<file path="config.mk">
export PLATFORM = sky130hd
export DESIGN_NAME = bol_ram
export DESIGN_NICKNAME = d
export VERILOG_FILES = /design/src/rtl/bounded_ordered_list_assert.svh /design/src/rtl/bol_ram.sv
export SDC_FILE = /design/constraint.sdc
export NUM_CORES = 2
export LEC_CHECK = 0
export BUFFER_PORTS_ARGS = -buffer_cell sky130_fd_sc_hd__buf_2
export CAP_MARGIN = 20
export CORE_MARGIN = 2
export CORE_UTILIZATION = 30
export DETAILED_ROUTE_END_ITERATION = 12
export PLACE_DENSITY = 0.43
export SYNTH_ARGS = -nofsm -noshare
export SYNTH_HDL_FRONTEND = slang
export SYNTH_SLANG_ARGS = --single-unit
</file>
<file path="constraint.sdc">
create_clock -name clk_i -period 5.94 [get_ports clk_i]
set_input_delay 1.188 -clock clk_i [delete_from_list [all_inputs] [get_ports clk_i]]
set_output_delay 1.188 -clock clk_i [all_outputs]
set_load 0.03 [all_outputs]
</file>
<file path="src/rtl/bounded_ordered_list_assert.svh">
// assertion macros shared by the bounded ordered list rtl
// expects clk_i and rst_ni in the scope where a macro is used
`ifndef BOUNDED_ORDERED_LIST_ASSERT_SVH
`define BOUNDED_ORDERED_LIST_ASSERT_SVH

`ifndef ASSERT_OFF
// property checked at every clock edge outside reset
`define BOL_ASSERT(lbl, prop, msg) \
  lbl: assert property (@(posedge clk_i) disable iff (!rst_ni) prop) else $error(msg);
// condition in one cycle implies a condition in the next
`define BOL_ASSERT_NEXT(lbl, pre, post, msg) \
  lbl: assert property (@(posedge clk_i) disable iff (!rst_ni) (pre) |=> (post)) \
    else $error(msg);
`else
`define BOL_ASSERT(lbl, prop, msg)
`define BOL_ASSERT_NEXT(lbl, pre, post, msg)
`endif

`endif

</file>
<file path="src/rtl/bol_ram.sv">
`timescale 1ns / 1ps
// generic single-write single-read ram with registered read data
// no dependencies
module bol_ram #(
  parameter int WIDTH = 32,
  parameter int DEPTH = 128
) (
  input  logic                     clk_i,
  input  logic                     we_i,
  input  logic [$clog2(DEPTH)-1:0] waddr_i,
  input  logic [WIDTH-1:0]         wdata_i,
  input  logic [$clog2(DEPTH)-1:0] raddr_i,
  output logic [WIDTH-1:0]         rdata_o
);

  logic [WIDTH-1:0] mem_q [DEPTH];
  logic [WIDTH-1:0] rdata_q;

  always_ff @(posedge clk_i) begin
    if (we_i) begin
      mem_q[waddr_i] <= wdata_i;
    end
    rdata_q <= mem_q[raddr_i];
  end

  assign rdata_o = rdata_q;

endmodule

</file>
* Yosys cells after proc, flatten, opt, wreduce, memory -nomap -nowiden *
Memories as Yosys holds them, arrays and structs flattened. A register that Yosys moved wholly into a read port is not among the register bits.
Index checks and enable logic that the tools add are counted.

word-level totals
  output and inout port bits = 32
  input bits = 48
  memories kept = 1
  bits in latches = 0
  memory bits (read-only) = 0
  word-level logic and storage cells = 3
  register bits = 0
  bits in writable memories = 4096

memory list
  memory  depth  width  rd ports  clocked after memory_dff  wr ports  RTL line       text
  mem_q   128    32     1         1                         1         bol_ram.sv:16  logic [WIDTH-1:0] mem_q [DEPTH];

operators by class
  $mul = 0
  shift operators = 0
  divide/modulo/power cells = 0
  add/sub/neg operators = 0
  reductions and logical operators = 0
  eq/ne operators = 0
  order comparisons = 0
  mux-type cells = 2
  bitwise operators = 0

operators with widths
  operator  count
  $mux 1    2

* Logic depth before layout (Yosys ltp) *
  depth in word-level cells = 2
  depth in mapped cells = 8
  gate-level depth less buffers = 4

* Worst setup path before layout *
Ideal clock, no wire load.

  path kind = input-to-reg
  start point = input we_i
  end point = memory mem_q[98][0], enable pin
  buffers on the path = 1
  library setup time = 461 ps
  slack = 1513 ps
  required time = 5479 ps
  cell stages on the path = 3
  arrival = 3966 ps
  cells stage by stage = clkbuf_1 -> nand4_1 -> nor3_1

on the way
  word-level cells in the longest chain between the ends = 2

ends and longest elaborated chain
  element                       RTL line       text
  start, declared               bol_ram.sv:9   input logic we_i,
  $mux 1                        bol_ram.sv:20  if (we_i) begin
  $mux 1 (implied by the code)  bol_ram.sv:21  mem_q[waddr_i] <= wdata_i;
  end, declared                 bol_ram.sv:16

No other way between the ends.

==> metrics.cfg <==
[status]
outcome = finished clean

[cts]
clk_root_buffer_cell = sky130_fd_sc_hd__clkbuf_16
cts_htree_levels = 5
numClockSinks = 4128
cts_tree = yes
max-clock-path-buffers = 4
cts.clk_slew.worst_paths_ns = 0.06
hold_buffers = 0
numCtsBuffers = 445
post-cts-setup-buffers = 0
clk_latency_ns = 1.02
cts_resized = 0

[worst_setup_path]
worstPathArrival_ns = 4.71
timing.critical_path.max_delay_family = multiplexers
critPathBufInv = 4
ff2ff_path_depth = 4
cp_cell_instances = buf_8, buf_12, buf_4, buf_4, mux4_2, mux4_2, mux4_2, mux2_2
cp-startpoint = raddr_i[2]
crit_path_start_kind = input port
r2r-start = mem_q[61][14]
crit-reg2reg-capture = rdata_o[14]
cp_common_cell = sky130_fd_sc_hd__mux4_2
worst_case_register_to_register_setup_slack_ns = 3.21
cp_slowest_stage_delay_ns = 0.70
worstPathMaxFanout = 35
cp_data_required_time_ns = 6.80
critical_path.endpoint_type = flop
critical_path.slowest_cell = sky130_fd_sc_hd__mux4_2
path_class = input port to flop

[synth]
synth_area_leader = sky130_fd_sc_hd__edfxtp_1
syn-mean-instance-area_sq_um = 26.1
synthesis.yosys.warnings = 0
share_of_the_yosys_chip_area_belonging_to_registers_pct = 79.1
yosysMostFrequentCell = sky130_fd_sc_hd__edfxtp_1
post_synth_most_frequent_cells = sky130_fd_sc_hd__edfxtp_1, sky130_fd_sc_hd__mux4_2, sky130_fd_sc_hd__clkbuf_1, sky130_fd_sc_hd__nor2_1, sky130_fd_sc_hd__buf_2
largest_cells_by_area_after_synthesis = sky130_fd_sc_hd__edfxtp_1, sky130_fd_sc_hd__mux4_2, sky130_fd_sc_hd__clkbuf_1, sky130_fd_sc_hd__dfxtp_1, sky130_fd_sc_hd__nor2_1
synthArstFlopShare_pct = 0
ys_types = 17
postSynthCellCount = 5990
synth_top_area_share_pct = 78.7
number_of_flops_mapped_to_enable_cells_by_yosys = 4096
synth-adder-area-share_pct = 0
synthesis.area_sq_um = 156000
largest_family_of_logic_cells_by_synthesized_area = multiplexers
yosys_most_used_dff = sky130_fd_sc_hd__edfxtp_1
multiplexer_share_of_the_synthesized_area_pct = 19.6
number_of_synthesized_register_bits = 4128
synth-simple-area-share_pct = 0.446
syn-num-nets = 6038
post_synth_xor_xnor_area_pct = 0
synth-compound-area-share_pct = 0

[run]
timing.max_cap.violations = 0

[pwr]
total_leakage_power_nw = 55.7
ir_drop_mv = 0.333
pwr_density_cell_nw_per_um2 = 345
power_frac_clock_pct = 43.5
internal-power_mw = 49.3
net_switching_share_of_the_total_power_pct = 22.2
p_comb_share_pct = 5.5
power_frac_seq_pct = 51.0
power.total_mw = 63.4
netSwitchingPower_mw = 14.1

[global_route]
grt_overflow = 0
vias_in_the_first_global_route = 73900
wire_length_of_the_first_global_routing_pass_mm = 664
grt_max_degree = 129
grt_usage_pct = 18.4
grt_antenna_before_repair = 64

[die]
io-pin-count = 80
starting_utilization_of_the_core_area_pct = 30.1
fp.dieArea_sq_um = 527000
die_extent_in_y_um = 726
core_area_sq_um = 520000
floorplan.rows = 265
die_w_um = 726

[min_path]
worst_min_delay_path_startpoint = wdata_i[30]
hold_depth = 1
hold-path-endpoint = mem_q[10][30]
worstHoldPathType = input port to flop

[sta]
grt_setup_unrepaired = no
timing.final.setup_violations = 0
slew_headroom_pct = 18.8
worst_pin_slew_ns = 1.22
hold_violations = 0
max_freq_ghz = 0.260
worst_hold_slack_ns = 0.544
final.setup_skew_ns = 0.0552
finalSetupTns_ns = 0
timing.final.crit_period_ns = 3.85
post-route-period-util_pct = 64.9
max_slew_violations = 0

[cells_and_area]
finish.net_count = 6624
fraction_of_final_layout_cells_sized_beyond_drive_strength_1_pct = 37.2
layout.cell_area.non_filler_sq_um = 184000
post_layout_nonfiller_instances = 13900
syn_to_final_growth_pct = 17.7

[route]
via_per_inst = 5.09
met3RoutedLength_mm = 24.0
antenna_violating_nets_post_route = 0
met2_length_mm = 243
drt_pass1_iterations = 5
avgRoutedWirePerCell_um = 35.2
drcViolationCount = 0
drt_iter0_drc = 8726
highest-signal-layer = met5
wirelength_met1_mm = 214
routed-via-count = 70900
route.final.wire_length_mm = 491

[placement]
i_o_buffers = 79
routabilityCongestion = 0.772
placement.cell_area_sq_um = 169000
place_inst = 13100
hpwl_mm = 289

-- flip-flops by register name, summed over array words and instances, names as in the netlist --
| name | flops |
|---|---|
| mem_q | 4096 |
| rdata_o | 32 |
-- worst max path at each step --
stage,to,cells past startpoint,slack [ns]
2_1_floorplan,mem_q[98][0],3,1.51
3_3_place_gp,mem_q[127][26],4,0.92
3_5_place_dp,rdata_o[23],8,1.09
4_1_cts,rdata_o[23],8,2.17
5_1_grt,rdata_o[18],7,2.12
6_report,rdata_o[23],8,2.09
-- kinds of logic after synthesis --
family	count (synthesis)
buffers and inverters	316
DFF	4128
muxes	1376
and+or+nand+nor	170
-- power groups by stage --
| stage | registers [mW] | logic, mW | clock network (mW) |
|---|---|---|---|
| after detailed placement | 32.9 | 3.58 | 0 |
| final | 32.3 | 3.48 | 27.6 |
| after CTS | 32.3 | 3.58 | 28.2 |
| after floorplan | 32.9 | 1.55 | 0 |
| after global placement | 32.9 | 3.53 | 0 |
| after global routing | 32.3 | 3.63 | 29.3 |
-- metrics by stage --
| stage | setup slack (ns) | util [%] |
|---|---|---|
| after global placement | 0.918 | 32.5 |
| after CTS | 2.17 | 35.3 |
| final | 2.09 | 35.4 |
| after global routing | 2.12 | 35.4 |
| after detailed placement | 1.09 | 32.6 |
| after floorplan | 1.51 | - |
-- placed cells by master (no fill, tap or decap) --
cell type	netlist	layout
sky130_fd_sc_hd__nor2_1	122	3
sky130_fd_sc_hd__nand2_1	14	11
sky130_fd_sc_hd__clkbuf_8	0	20
sky130_fd_sc_hd__clkbuf_16	0	450
sky130_fd_sc_hd__mux4_2	1344	1344
sky130_fd_sc_hd__inv_16	0	4
sky130_fd_sc_hd__or3_1	1	1
sky130_fd_sc_hd__clkinv_8	0	5
sky130_fd_sc_hd__diode_2	0	32
sky130_fd_sc_hd__nor2_4	0	119
sky130_fd_sc_hd__buf_8	0	4
sky130_fd_sc_hd__mux2_2	32	32
sky130_fd_sc_hd__clkbuf_1	182	103
sky130_fd_sc_hd__nor2b_1	7	6
sky130_fd_sc_hd__buf_6	2	1
sky130_fd_sc_hd__nand4_1	3	3
sky130_fd_sc_hd__inv_6	0	5
sky130_fd_sc_hd__clkinv_4	0	5
sky130_fd_sc_hd__nand3_2	0	4
sky130_fd_sc_hd__bufinv_16	0	41
sky130_fd_sc_hd__edfxtp_1	4096	4096
sky130_fd_sc_hd__buf_12	0	104
sky130_fd_sc_hd__buf_2	79	41
sky130_fd_sc_hd__nand2b_1	2	2
sky130_fd_sc_hd__buf_16	0	4
sky130_fd_sc_hd__nor2b_2	0	1
sky130_fd_sc_hd__dfxtp_1	32	32
sky130_fd_sc_hd__clkinv_1	0	99
sky130_fd_sc_hd__nand3_1	12	8
sky130_fd_sc_hd__clkinv_2	0	76
sky130_fd_sc_hd__clkinv_16	0	8
sky130_fd_sc_hd__nand2_2	0	3
sky130_fd_sc_hd__nor3_2	0	9
sky130_fd_sc_hd__buf_4	3	301
sky130_fd_sc_hd__clkinvlp_4	0	7
-- routing by layer --
| metal | track usage (%) | up-vias |
|---|---|---|
| met4 | 3.69 | 4 |
| met2 | 31.0 | 2215 |
| met3 | 2.04 | 530 |
| met1 | 25.9 | 40400 |
| met5 | 0 | - |
| li1 | - | 27700 |
-- cell type report --
type / instances / area [sq um]
well taps: 6942 / 8690
diodes: 32 / 80.1
multi-input cells: 1546 / 32300
clock inverters: 250 / 2520
clock buffers: 573 / 11900
flip-flops and latches: 4128 / 124000
fillers: 47600 / 336000
repair buffers: 455 / 4730
Power figures use the tool's default switching activity.
