`src/rtl/bounded_ordered_list_assert.svh`:
```
// assertion macros shared by the bounded ordered list rtl
// expects clk_i and rst_ni in the scope where a macro is used
`ifndef BOUNDED_ORDERED_LIST_ASSERT_SVH
`define BOUNDED_ORDERED_LIST_ASSERT_SVH

`ifndef ASSERT_OFF
// property checked at every clock edge outside reset
`define BOL_ASSERT(lbl, prop, msg) \
  lbl: assert property (@(posedge clk_i) disable iff (!rst_ni) prop) else $error(msg);
// condition in one cycle implies a condition in the next
`define BOL_ASSERT_NEXT(lbl, pre, post, msg) \
  lbl: assert property (@(posedge clk_i) disable iff (!rst_ni) (pre) |=> (post)) \
    else $error(msg);
`else
`define BOL_ASSERT(lbl, prop, msg)
`define BOL_ASSERT_NEXT(lbl, pre, post, msg)
`endif

`endif

```
`src/rtl/bol_pkg.sv`:
```
`timescale 1ns / 1ps
// types and constants for the bounded ordered list
// no dependencies
package bol_pkg;

  localparam int KIND_W       = 3;
  localparam int VALUE_W      = 32;
  localparam int POS_W        = 8;
  localparam int STATUS_W     = 3;
  localparam int FOUND_W      = 7;
  localparam int COUNT_W      = 8;
  localparam int CAPACITY_DEF = 128;

  typedef enum logic [KIND_W-1:0] {
    KIND_INS_HEAD = 3'd0,
    KIND_INS_TAIL = 3'd1,
    KIND_INS_POS  = 3'd2,
    KIND_DEL_HEAD = 3'd3,
    KIND_DEL_TAIL = 3'd4,
    KIND_DEL_POS  = 3'd5,
    KIND_SEARCH   = 3'd6,
    KIND_CLEAR    = 3'd7
  } kind_e;

  typedef enum logic [STATUS_W-1:0] {
    ST_OK       = 3'd0,
    ST_FULL     = 3'd1,
    ST_EMPTY    = 3'd2,
    ST_RANGE    = 3'd3,
    ST_NOTFOUND = 3'd4
  } status_e;

  // how the step unit walks the cursor
  typedef struct packed {
    logic up;      // cursor counts up (delete, search) or down (insert)
    logic search;  // read at the cursor itself instead of its neighbor
  } step_mode_t;

  typedef struct packed {
    logic more;    // another step follows this one
    logic match;   // read entry equals the searched value
  } step_flags_t;

endpackage

```
`src/rtl/bol_step.sv`:
```
`timescale 1ns / 1ps
// shared step unit: cursor increment/decrement, loop bound and value compare
// depends on bol_pkg
module bol_step import bol_pkg::*; #(
  parameter int CAPACITY = CAPACITY_DEF
) (
  input  step_mode_t                       mode_i,
  input  logic [$clog2(CAPACITY+1)-1:0]    cursor_i,
  input  logic [$clog2(CAPACITY+1)-1:0]    limit_i,
  input  logic [VALUE_W-1:0]               entry_i,
  input  logic [VALUE_W-1:0]               value_i,
  output logic [$clog2(CAPACITY+1)-1:0]    next_o,
  output logic [$clog2(CAPACITY)-1:0]      raddr_o,
  output step_flags_t                      flags_o
);

  localparam int CntW  = $clog2(CAPACITY + 1);
  localparam int AddrW = $clog2(CAPACITY);

  logic [CntW-1:0] next;

  assign next = mode_i.up ? CntW'(cursor_i + 1'b1) : CntW'(cursor_i - 1'b1);

  // search reads the cursor itself, a shift reads the neighbor it copies from
  assign raddr_o = mode_i.search ? cursor_i[AddrW-1:0] : next[AddrW-1:0];
  assign next_o  = next;

  assign flags_o.more  = mode_i.up ? (next < limit_i) : (next > limit_i);
  assign flags_o.match = (entry_i == value_i);

endmodule

```
`config.mk`:
```
export PLATFORM = sky130hd
export DESIGN_NAME = bol_step
export DESIGN_NICKNAME = d
export VERILOG_FILES = /design/src/rtl/bounded_ordered_list_assert.svh /design/src/rtl/bol_pkg.sv /design/src/rtl/bol_step.sv
export SDC_FILE = /design/constraint.sdc
export NUM_CORES = 1
export LEC_CHECK = 0
export ABC_AREA = 1
export BUFFER_PORTS_ARGS = -buffer_cell sky130_fd_sc_hd__buf_4
export CAP_MARGIN = 5
export CORE_MARGIN = 4
export CORE_UTILIZATION = 43
export DETAILED_ROUTE_END_ITERATION = 10
export PLACE_DENSITY = 0.84
export SETUP_SLACK_MARGIN = 0.1
export SYNTH_ARGS = -nofsm -noshare
export SYNTH_HDL_FRONTEND = slang
export SYNTH_SLANG_ARGS = --single-unit
```
`constraint.sdc`:
```
create_clock -name vclk -period 2.4
set_input_delay 0 -clock vclk [all_inputs]
set_output_delay 0 -clock vclk [all_outputs]
set_load 0.01 [all_outputs]
```
=== Word-level counts from Yosys, hierarchy flattened ===
Cells that the tools add are included.

* Bits in registers: 0
* Bits of input ports: 82
* Logic and storage cells: 8

* Add/sub/neg operators: 2
* $lt $le $gt $ge: 2
* Equal/unequal tests: 1
* Multiplexer cells: 3

{| class="wikitable"
|+ Operators with widths
! operator !! count
|-
| equality test 32 bit || 1
|-
| adder 8 x 1 -> 8 bit, second input constant || 1
|-
| greater-than comparator 8 bit || 1
|-
| < comparator 8 bit || 1
|-
| 2-to-1 mux 8 bit || 1
|-
| subtractor 8 x 1 -> 8 bit, second input constant || 1
|-
| 2-to-1 mux 7 bit || 1
|-
| 2-to-1 mux 1 bit || 1
|}

=== Depth between registers and ports, before layout ===
Gate-level depths: netlist (run 1).

* Depth in word-level cells: 4
* Depth in mapped cells: 17
* Depth with buffers taken out: 17

=== Worst setup path after synthesis (run 1) ===
Ideal clock, no wire load.

* Kind: input-to-output
* Start point: input mode_i[1] (netlist name)
* End point: output flags_o[1] (netlist name)
* Data arrival time: 1900 ps
* Slack: 500 ps
* Stages: 15
* Buffers on the path: 0
* Path through: inv_1 -> ha_1 -> or2_1 -> and2_4 -> nand2_1 -> nand2_1 -> nand2_1 -> nand2_1 -> ha_1 -> a21o_1 -> nor2_1 -> nand2_1 -> nand2_1 -> nand2_1 -> inv_1

{| class="wikitable"
|+ RTL lines
! item !! RTL line !! source
|-
| from (decl) || bol_step.sv:7 || <nowiki>input step_mode_t mode_i,</nowiki>
|-
| to (decl) || bol_step.sv:14 || <nowiki>output step_flags_t flags_o</nowiki>
|}

==> impl_metrics.toml, run 1 <==
[run_status]
outcome = "complete, no violations"

[timing]
max_freq_mhz = 450
maxSlewHeadroom = 0.798
setup_ws_ns = 0.177
hold_viol_final = 0
finalCritPeriodShare = 0.926
setup_viol = 0
rsz0062_at_grt = "no"
setup_tns_ns = 0
max_slew.worst_pin.slew_ns = 0.301
worst_hold_slack_ns = 0.311
maxSlewViolCount = 0
min_period_ns = 2.22

[die]
rows = 19
start_util = 0.461
die_w_um = 62.8
io_pins = 99
die_y_um = 62.8
die-area_um2 = 3950
fp.coreArea_um2 = 2810

[synth]
syn_area_per_cell_um2 = 4.63
muxShareOfSynthArea = 0
synth_adder_area_share = 0.151
synth.cell_area_um2 = 1290
synth_top_family_by_area = "simple AND/OR/NAND/NOR gates"
yosysTopAreaCell = "nand2_1"
synth_common_cells = "nand2_1 (114), inv_1 (65), nor2_1 (54)"
synth_nets = 376
synthXorXnorAreaFrac = 0.0658
synth-simple-area-share = 0.557
ys_seq_area_frac = 0
synthTopCellsByArea = "nand2_1 (33%), inv_1 (19%), nor2_1 (16%)"
syn_inst = 279
synth_top_area_frac = 0.331
yosysUniqueCellTypes = 21
synth_compound_area_frac = 0.0348
yosysMostFrequentCell = "nand2_1"
yosysWarnings = 0

[detailed_routing]
drt_iter0_drc = 108
drtAntennaViolNets = 0
avgViaCountPerCell = 4.65
drc_errors = 0
num_vias = 1920
drt_pass1_iterations = 5
routed_wl_um = 4540
wl_per_cell_um = 11.0

[pwr]
p_int_mw = 0.282
p_leak_nw = 1.47
power_frac_seq = 0
peakVddDrop_v = 0.000164
switching_share = 0.473
power_frac_comb = 1.000
clkPwrFrac = 0
power_density_nw_per_um2 = 239
p_sw_mw = 0.253

[placed_design]
place_congestion = 0.830
numPortBuffers = 99
place_area_um2 = 2070
post-dp-hpwl_um = 3610
place_ws_ns = 0.145

[layout]
area.sequential_um2 = 0
fillers = 230
n_antenna_cell = 0
clockBufferCount = 0
design_area_um2 = 2240
seq_cells = 0
synthToLayoutAreaGrowth_pct = 73.2
post-route-util = 0.798
drive_above_1_share = 0.322
nNetsFinal = 481

[setup_path]
start_kind = "input pin"
crit_required_ns = 2.40
worstSetupPathType = "in2out"
crit_fanout = 5
crit_path_end_kind = "output port"
cp.arrival_ns = 2.22

[run]
maxCapViolCount = 0

[global_route]
grt_antenna_before_repair = 0
grt_use_total = 0.191
grt_overflow = 0
grt_pass1_wl_um = 6530
grt_pass1_vias = 1614
grt_start_max_net_pins = 10

[worst_hold_path]
hold_path.class = "in2out"
==> path summary, 6_finish.rpt <==
check | startpoint | end | slack (ns) | depth (start not counted)
worst max-delay path | mode_i[1] | flags_o[1] | 0.18 | 18
worst min-delay path | cursor_i[2] | raddr_o[2] | 0.31 | 4
==> routing by layer <==
| metal | global-route usage | part of all wire | vias to the layer above |
|---|---|---|---|
| met5 | 0 | 0 | - |
| met4 | 0.0110 | 0.015 | 0 |
| met3 | 0.0198 | 0.066 | 9 |
| met2 | 0.378 | 0.55 | 78 |
| met1 | 0.228 | 0.37 | 816 |
| li1 | - | - | 1017 |
==> logic make-up (layout without fill, tap and decap cells) <==
group / Yosys count / count (layout)
buf+inv: 66 / 169
simple gates: 182 / 182
compound gates: 8 / 8
fa+ha+maj: 15 / 15
xor+xnor: 8 / 8
==> worst max-delay path, stage by stage <==
cell and delay [ns]:
buf_4 0.12, clkinvlp_4 0.12, buf_12 0.16, buf_6 0.11, ha_4 0.27, nand2_1 0.08
nor2_1 0.18, nand2_2 0.09, nand2_1 0.08, nand2_1 0.06, nand2_2 0.10, ha_4 0.21
a21o_1 0.17, nor2_2 0.14, nand3_1 0.10, nand2_1 0.07, inv_1 0.03, buf_4 0.13
==> power by group through the flow <==
stage                     sequential [mW]  clock (mW)  combinational [mW]
final                                   0           0               0.535
after global routing                    0           0               0.596
after CTS                               0           0               0.469
after detailed placement                0           0               0.468
after global placement                  0           0               0.458
after floorplan                         0           0               0.246
==> area by class of cell <==
cell class | instances | area, um^2 | share of cell area
well taps | 31 | 38.8 | 0.0173
repair buffers | 104 | 801 | 0.358
inverters | 65 | 248 | 0.111
multi-input cells | 213 | 1150 | 0.514
==> stage by stage <==
stage	power [mW]	instances
floorplan	0.246	279
global placement	0.458	408
detailed placement	0.468	408
CTS	0.469	408
global route	0.596	413
finish	0.535	413
==> layout by cell type (no fill, tap or decap) <==
| cell type | synthesis | routed |
|---|---|---|
| xnor2_2 | 1 | 1 |
| nor2_1 | 54 | 52 |
| xor2_1 | 4 | 4 |
| ha_4 | 0 | 7 |
| o21a_1 | 1 | 1 |
| and2_4 | 1 | 3 |
| clkinvlp_4 | 0 | 1 |
| nand2_1 | 114 | 112 |
| nand3_1 | 4 | 4 |
| a21oi_2 | 0 | 1 |
| nand4_1 | 2 | 2 |
| a21o_1 | 1 | 1 |
| fa_1 | 1 | 1 |
| nand2_2 | 0 | 2 |
| buf_4 | 0 | 101 |
| inv_1 | 65 | 64 |
| xor2_2 | 1 | 1 |
| ha_1 | 14 | 7 |
| nor2_2 | 1 | 3 |
| buf_6 | 0 | 2 |
| xnor2_1 | 2 | 2 |
| o21ai_0 | 1 | 1 |
| or2_1 | 1 | 1 |
| buf_12 | 0 | 1 |
| a21oi_1 | 5 | 4 |
| nand3b_1 | 3 | 3 |
==> repair_timing <==
action / CTS / global route
setup endpoints to repair: 0 / 1
buffers inserted: 0 / 5
hold buffers: 0 / 0
gates resized for setup: 0 / 19
Note: power is estimated with default switching activity, not from simulation.
==> inputs of run 2 (changes only) <==
--- a/config.mk
+++ b/config.mk
@@ -8,10 +8,12 @@
 export ABC_AREA = 1
 export BUFFER_PORTS_ARGS = -buffer_cell sky130_fd_sc_hd__buf_4
 export CAP_MARGIN = 5
+export CELL_PAD_IN_SITES_DETAIL_PLACEMENT = 0
+export CELL_PAD_IN_SITES_GLOBAL_PLACEMENT = 1
 export CORE_MARGIN = 4
-export CORE_UTILIZATION = 43
+export CORE_UTILIZATION = 24
 export DETAILED_ROUTE_END_ITERATION = 10
-export PLACE_DENSITY = 0.84
+export PLACE_DENSITY = 0.81
 export SETUP_SLACK_MARGIN = 0.1
 export SYNTH_ARGS = -nofsm -noshare
 export SYNTH_HDL_FRONTEND = slang
==> run 2 against run 1 <==
  * Clock-buffer cell count stayed put
  * Sequential cell count stayed put
  * Core utilization is 37 points lower
  * Total power is 5.6% lower
  * Non-clock buffer count is 3 lower
  * Maximum frequency is 3.1% higher
  * Sequential share of layout area stayed put
  * Die area is 68% higher
  * Combinational power is 5.6% lower
  * Critical path type unchanged
  * Largest power group unchanged
==> impl_metrics.toml, run 2 (synthesis results as in run 1) <==
[global_route]
grt_pass1_wl_um = 5990
grt_overflow = 0
grt_pass1_vias = 1455
grt_start_max_net_pins = 10
grt_use_total = 0.109
grt_antenna_before_repair = 0

[layout]
synthToLayoutAreaGrowth_pct = 73.1
clockBufferCount = 0
fillers = 569
final_common_cell = "nand2_1"
n_antenna_cell = 0
seq_cells = 0
instances_no_fill = 449
drive_above_1_share = 0.314
area.sequential_um2 = 0
final_cell_mix = "nand2_1 (112), buf_4 (100), inv_1 (64), nor2_1 (52), ha_1 (8)"
design_area_um2 = 2240
nNetsFinal = 478

[pwr]
peakVddDrop_v = 0.0000983
power_density_nw_per_um2 = 226
p_leak_nw = 1.45

[placed_design]
post-dp-hpwl_um = 3700
place_congestion = 0.790
dp.cells = 447
place_area_um2 = 2120
numPortBuffers = 99

[timing]
rsz0062_at_grt = "no"
maxSlewHeadroom = 0.783
finalCritPeriodShare = 0.899
maxSlewViolCount = 0
hold_viol_final = 0
worst_hold_slack_ns = 0.302
setup_tns_ns = 0
max_slew.worst_pin.slew_ns = 0.323
max_freq_mhz = 464
setup_viol = 0
min_period_ns = 2.16

[run]
maxCapViolCount = 0

[die]
start_util = 0.250
die_y_um = 81.4
die-area_um2 = 6620
rows = 26
die_w_um = 81.4
io_pins = 99
fp.coreArea_um2 = 5170

[detailed_routing]
drtAntennaViolNets = 0
routed_wl_um = 4160
drt_pass1_iterations = 4
num_vias = 1756
drc_errors = 0
avgViaCountPerCell = 3.91
drt_iter0_drc = 71
wl_per_cell_um = 9.27

[setup_path]
slowest_delay_ns = 0.31
crit_slowest_cell = "ha_4"
crit_required_ns = 2.40
worstSetupPathDepth = 16
crit_start = "mode_i[1]"
critPathBufInv = 4
crit_path_cell_trace = "buf_6, clkinvlp_4, ha_4, or2_4, nand3b_1, nand3b_1, and2_1, ha_4, nand2_1, nor2_2, nand4_1, nand2_1, nand2_1, nand2_1, inv_1, buf_4"
critical_path.endpoint = "flags_o[1]"
crit_fanout = 7
cp.arrival_ns = 2.16
worstSetupPathType = "in2out"
crit_family = "simple AND/OR/NAND/NOR gates"
start_kind = "input pin"
crit_path_end_kind = "output port"
cp_common_cell = "nand2_1"

[worst_hold_path]
hold_path.class = "in2out"

[clock_tree]
hold_buffers = 0

[run_status]
outcome = "complete, no violations"
[run 2: cell count changes in the layout (fill, tap and decap cells not counted)]
cell	change
ha_4	-1
buf_6	-1
ha_1	+1
or2_4	+1
and2_1	+2
buf_12	-1
a21oi_2	+1
buf_4	-1
or2_1	-1
a21oi_1	-1
and2_4	-2
[run 2: final cells by class]
type | instances | area (um^2) | area share
inverters | 65 | 248 | 0.111
well taps | 70 | 87.6 | 0.0391
multi-input cells | 213 | 1140 | 0.510
repair buffers | 101 | 762 | 0.341
[run 2: metal layers]
layer | GRT usage | up-vias | wire length, um
met3 | 0.0133 | 2 | 274
li1 | - | 1008 | -
met4 | 0 | 0 | 31
met1 | 0.142 | 706 | 1700
met2 | 0.201 | 40 | 2150
met5 | 0 | - | 0
[run 2: power breakdown]
group | leakage (nW) | switching (mW) | internal (mW)
logic | 1.45 | 0.237 | 0.268
clock network | 0 | 0 | 0
registers | 0 | 0 | 0
total | 1.45 | 0.237 | 0.268
[run 2: metrics by stage]
| stage | total power [mW] | util | setup slack, ns |
|---|---|---|---|
| 6_report | 0.505 | 0.433 | 0.243 |
| 3_3_place_gp | 0.466 | 0.410 | 0.172 |
| 2_1_floorplan | 0.246 | - | 0.500 |
| 3_5_place_dp | 0.468 | 0.410 | 0.131 |
| 5_1_grt | 0.569 | 0.433 | 0.0853 |
| 4_1_cts | 0.470 | 0.410 | 0.129 |
[run 2: what timing repair did]
item / 4_1_cts / 5_1_grt
setup endpoints to repair: 0 / 1
resized for setup: 0 / 17
buffers inserted: 0 / 2
[run 2: worst min-delay path, cell delays in order]
cell	delay [ns]
buf_4	0.09
nand2_1	0.04
nand2_1	0.06
buf_4	0.11
[run 2: how the worst min path moves through the flow]
stage / endpoint / cells past startpoint / slack [ns] / startpoint
finish: raddr_o[6] / 4 / 0.30 / cursor_i[6]
global route: raddr_o[0] / 3 / 0.32 / cursor_i[0]
CTS: raddr_o[3] / 4 / 0.30 / cursor_i[3]
detailed placement: raddr_o[2] / 4 / 0.30 / cursor_i[2]
global placement: raddr_o[3] / 4 / 0.30 / cursor_i[3]
floorplan: next_o[0] / 1 / 0.06 / cursor_i[0]
==> inputs of run 3 (changes only) <==
--- a/config.mk
+++ b/config.mk
@@ -13,7 +13,7 @@
 export CORE_MARGIN = 4
 export CORE_UTILIZATION = 24
 export DETAILED_ROUTE_END_ITERATION = 10
-export PLACE_DENSITY = 0.81
+export PLACE_DENSITY = 0.86
 export SETUP_SLACK_MARGIN = 0.1
 export SYNTH_ARGS = -nofsm -noshare
 export SYNTH_HDL_FRONTEND = slang
==> run 3 against run 2 <==
  * Global-route usage about the same
  * Non-clock buffer count is 1 higher
  * Via count rose by 2.1%
  * Sequential share of layout area unchanged
  * Largest power group unchanged
  * Highest routed layer unchanged
==> impl_metrics.toml, run 3 (synthesis results as in run 1) <==
[detailed_routing]
drt_pass1_iterations = 4
routed_wl_um = 4040
avgViaCountPerCell = 3.98
drt_iter0_drc = 80
drtAntennaViolNets = 0
wl_per_cell_um = 8.97
drc_errors = 0
num_vias = 1792

[setup_path]
crit_fanout = 7
cp_common_cell = "nand2_1"
crit_path_end_kind = "output port"
crit_path_cell_trace = "buf_4, clkinvlp_4, ha_4, or2_1, and2_4, nand2_1, nand2_1, nand2_1, nand2_1, ha_1, a21o_1, nor2_2, nand3_1, nand2_1, inv_1, buf_4"
slowest_delay_ns = 0.30
crit_required_ns = 2.40
cp.arrival_ns = 2.16
start_kind = "input pin"
worstSetupPathType = "in2out"
crit_slowest_cell = "ha_1"

[timing]
min_period_ns = 2.16
max_slew.worst_pin.slew_ns = 0.316
finalCritPeriodShare = 0.900
rsz0062_at_grt = "no"
setup_viol = 0
hold_viol_final = 0
setup_tns_ns = 0
maxSlewHeadroom = 0.788
maxSlewViolCount = 0
worst_hold_slack_ns = 0.317
max_freq_mhz = 463

[placed_design]
numPortBuffers = 99
post-dp-hpwl_um = 3700
place_congestion = 0.834
place_area_um2 = 2120

[die]
die-area_um2 = 6620
start_util = 0.250
die_y_um = 81.4
fp.coreArea_um2 = 5170
io_pins = 99
rows = 26
die_w_um = 81.4

[global_route]
grt_overflow = 0
grt_use_total = 0.108
grt_antenna_before_repair = 0
grt_pass1_wl_um = 5950
grt_start_max_net_pins = 10
grt_pass1_vias = 1525

[layout]
area.sequential_um2 = 0
synthToLayoutAreaGrowth_pct = 71.9
post-route-util = 0.430
n_antenna_cell = 0
clockBufferCount = 0
drive_above_1_share = 0.308
final_common_cell = "nand2_1"
seq_cells = 0
nNetsFinal = 479
design_area_um2 = 2220
final_cell_mix = "nand2_1 (113), buf_4 (102), inv_1 (64), nor2_1 (52), ha_1 (9)"

[run_status]
outcome = "complete, no violations"

[pwr]
power_density_nw_per_um2 = 225
p_int_mw = 0.267
power_frac_comb = 1.000
peakVddDrop_v = 0.0000843
switching_share = 0.466
clkPwrFrac = 0
power_frac_seq = 0
p_sw_mw = 0.233
p_leak_nw = 1.45

[worst_hold_path]
hold_start = "cursor_i[1]"
whs_path_depth = 4
worstHoldEndpoint = "raddr_o[1]"
hold_path.class = "in2out"

[clock_tree]
hold_buffers = 0

[run]
maxCapViolCount = 0
==> run 3: how the worst max path moves through the flow <==
stage                   start    endpoint  slack (ns)  cells after the start
global placement    mode_i[1]  flags_o[1]        0.19                     18
CTS                 mode_i[1]  flags_o[1]        0.14                     18
floorplan           mode_i[1]  flags_o[1]        0.50                     15
finish              mode_i[1]  flags_o[1]        0.24                     16
global route        mode_i[1]  flags_o[1]        0.09                     18
detailed placement  mode_i[1]  flags_o[1]        0.15                     18
==> run 3: worst max-delay path, delay by kind of cell <==
family,cells,cell delay [ns]
AOI/OAI and AO/OA,1,0.17
adders and majority gates,2,0.59
buffers and inverters,4,0.51
and+or+nand+nor,9,0.89
==> run 3: cell type report <==
cell class                 count  area (um^2)
tap                           70         87.6
multi-input combinational    213         1120
inverter                      65          248
fill                         552         2950
timing repair buffer         102          766
==> run 3: power by group through the flow <==
stage               Clock, mW  Sequential, mW  Combinational (mW)
finish                      0               0               0.500
global route                0               0               0.562
CTS                         0               0               0.470
detailed placement          0               0               0.469
global placement            0               0               0.463
floorplan                   0               0               0.246
==> run 3: timing repair <==
item | 4_1_cts | 5_1_grt
gates resized for setup | 0 | 12
buffers inserted | 0 | 3
endpoints found under the hold margin | 0 | 0
endpoints found under the setup margin | 0 | 1
==> run 3: metal layers <==
layer,share of wire,track usage
met3,0.068,0.0122
met5,0,0
met4,0.0062,0.00507
met2,0.53,0.220
met1,0.39,0.124
==> run 3: metrics by stage <==
stage | setup slack [ns] | power (mW) | std cells
6_report | 0.239 | 0.500 | 450
5_1_grt | 0.0872 | 0.562 | 450
4_1_cts | 0.142 | 0.470 | 447
3_5_place_dp | 0.149 | 0.469 | 447
3_3_place_gp | 0.195 | 0.463 | 447
2_1_floorplan | 0.500 | 0.246 | 279
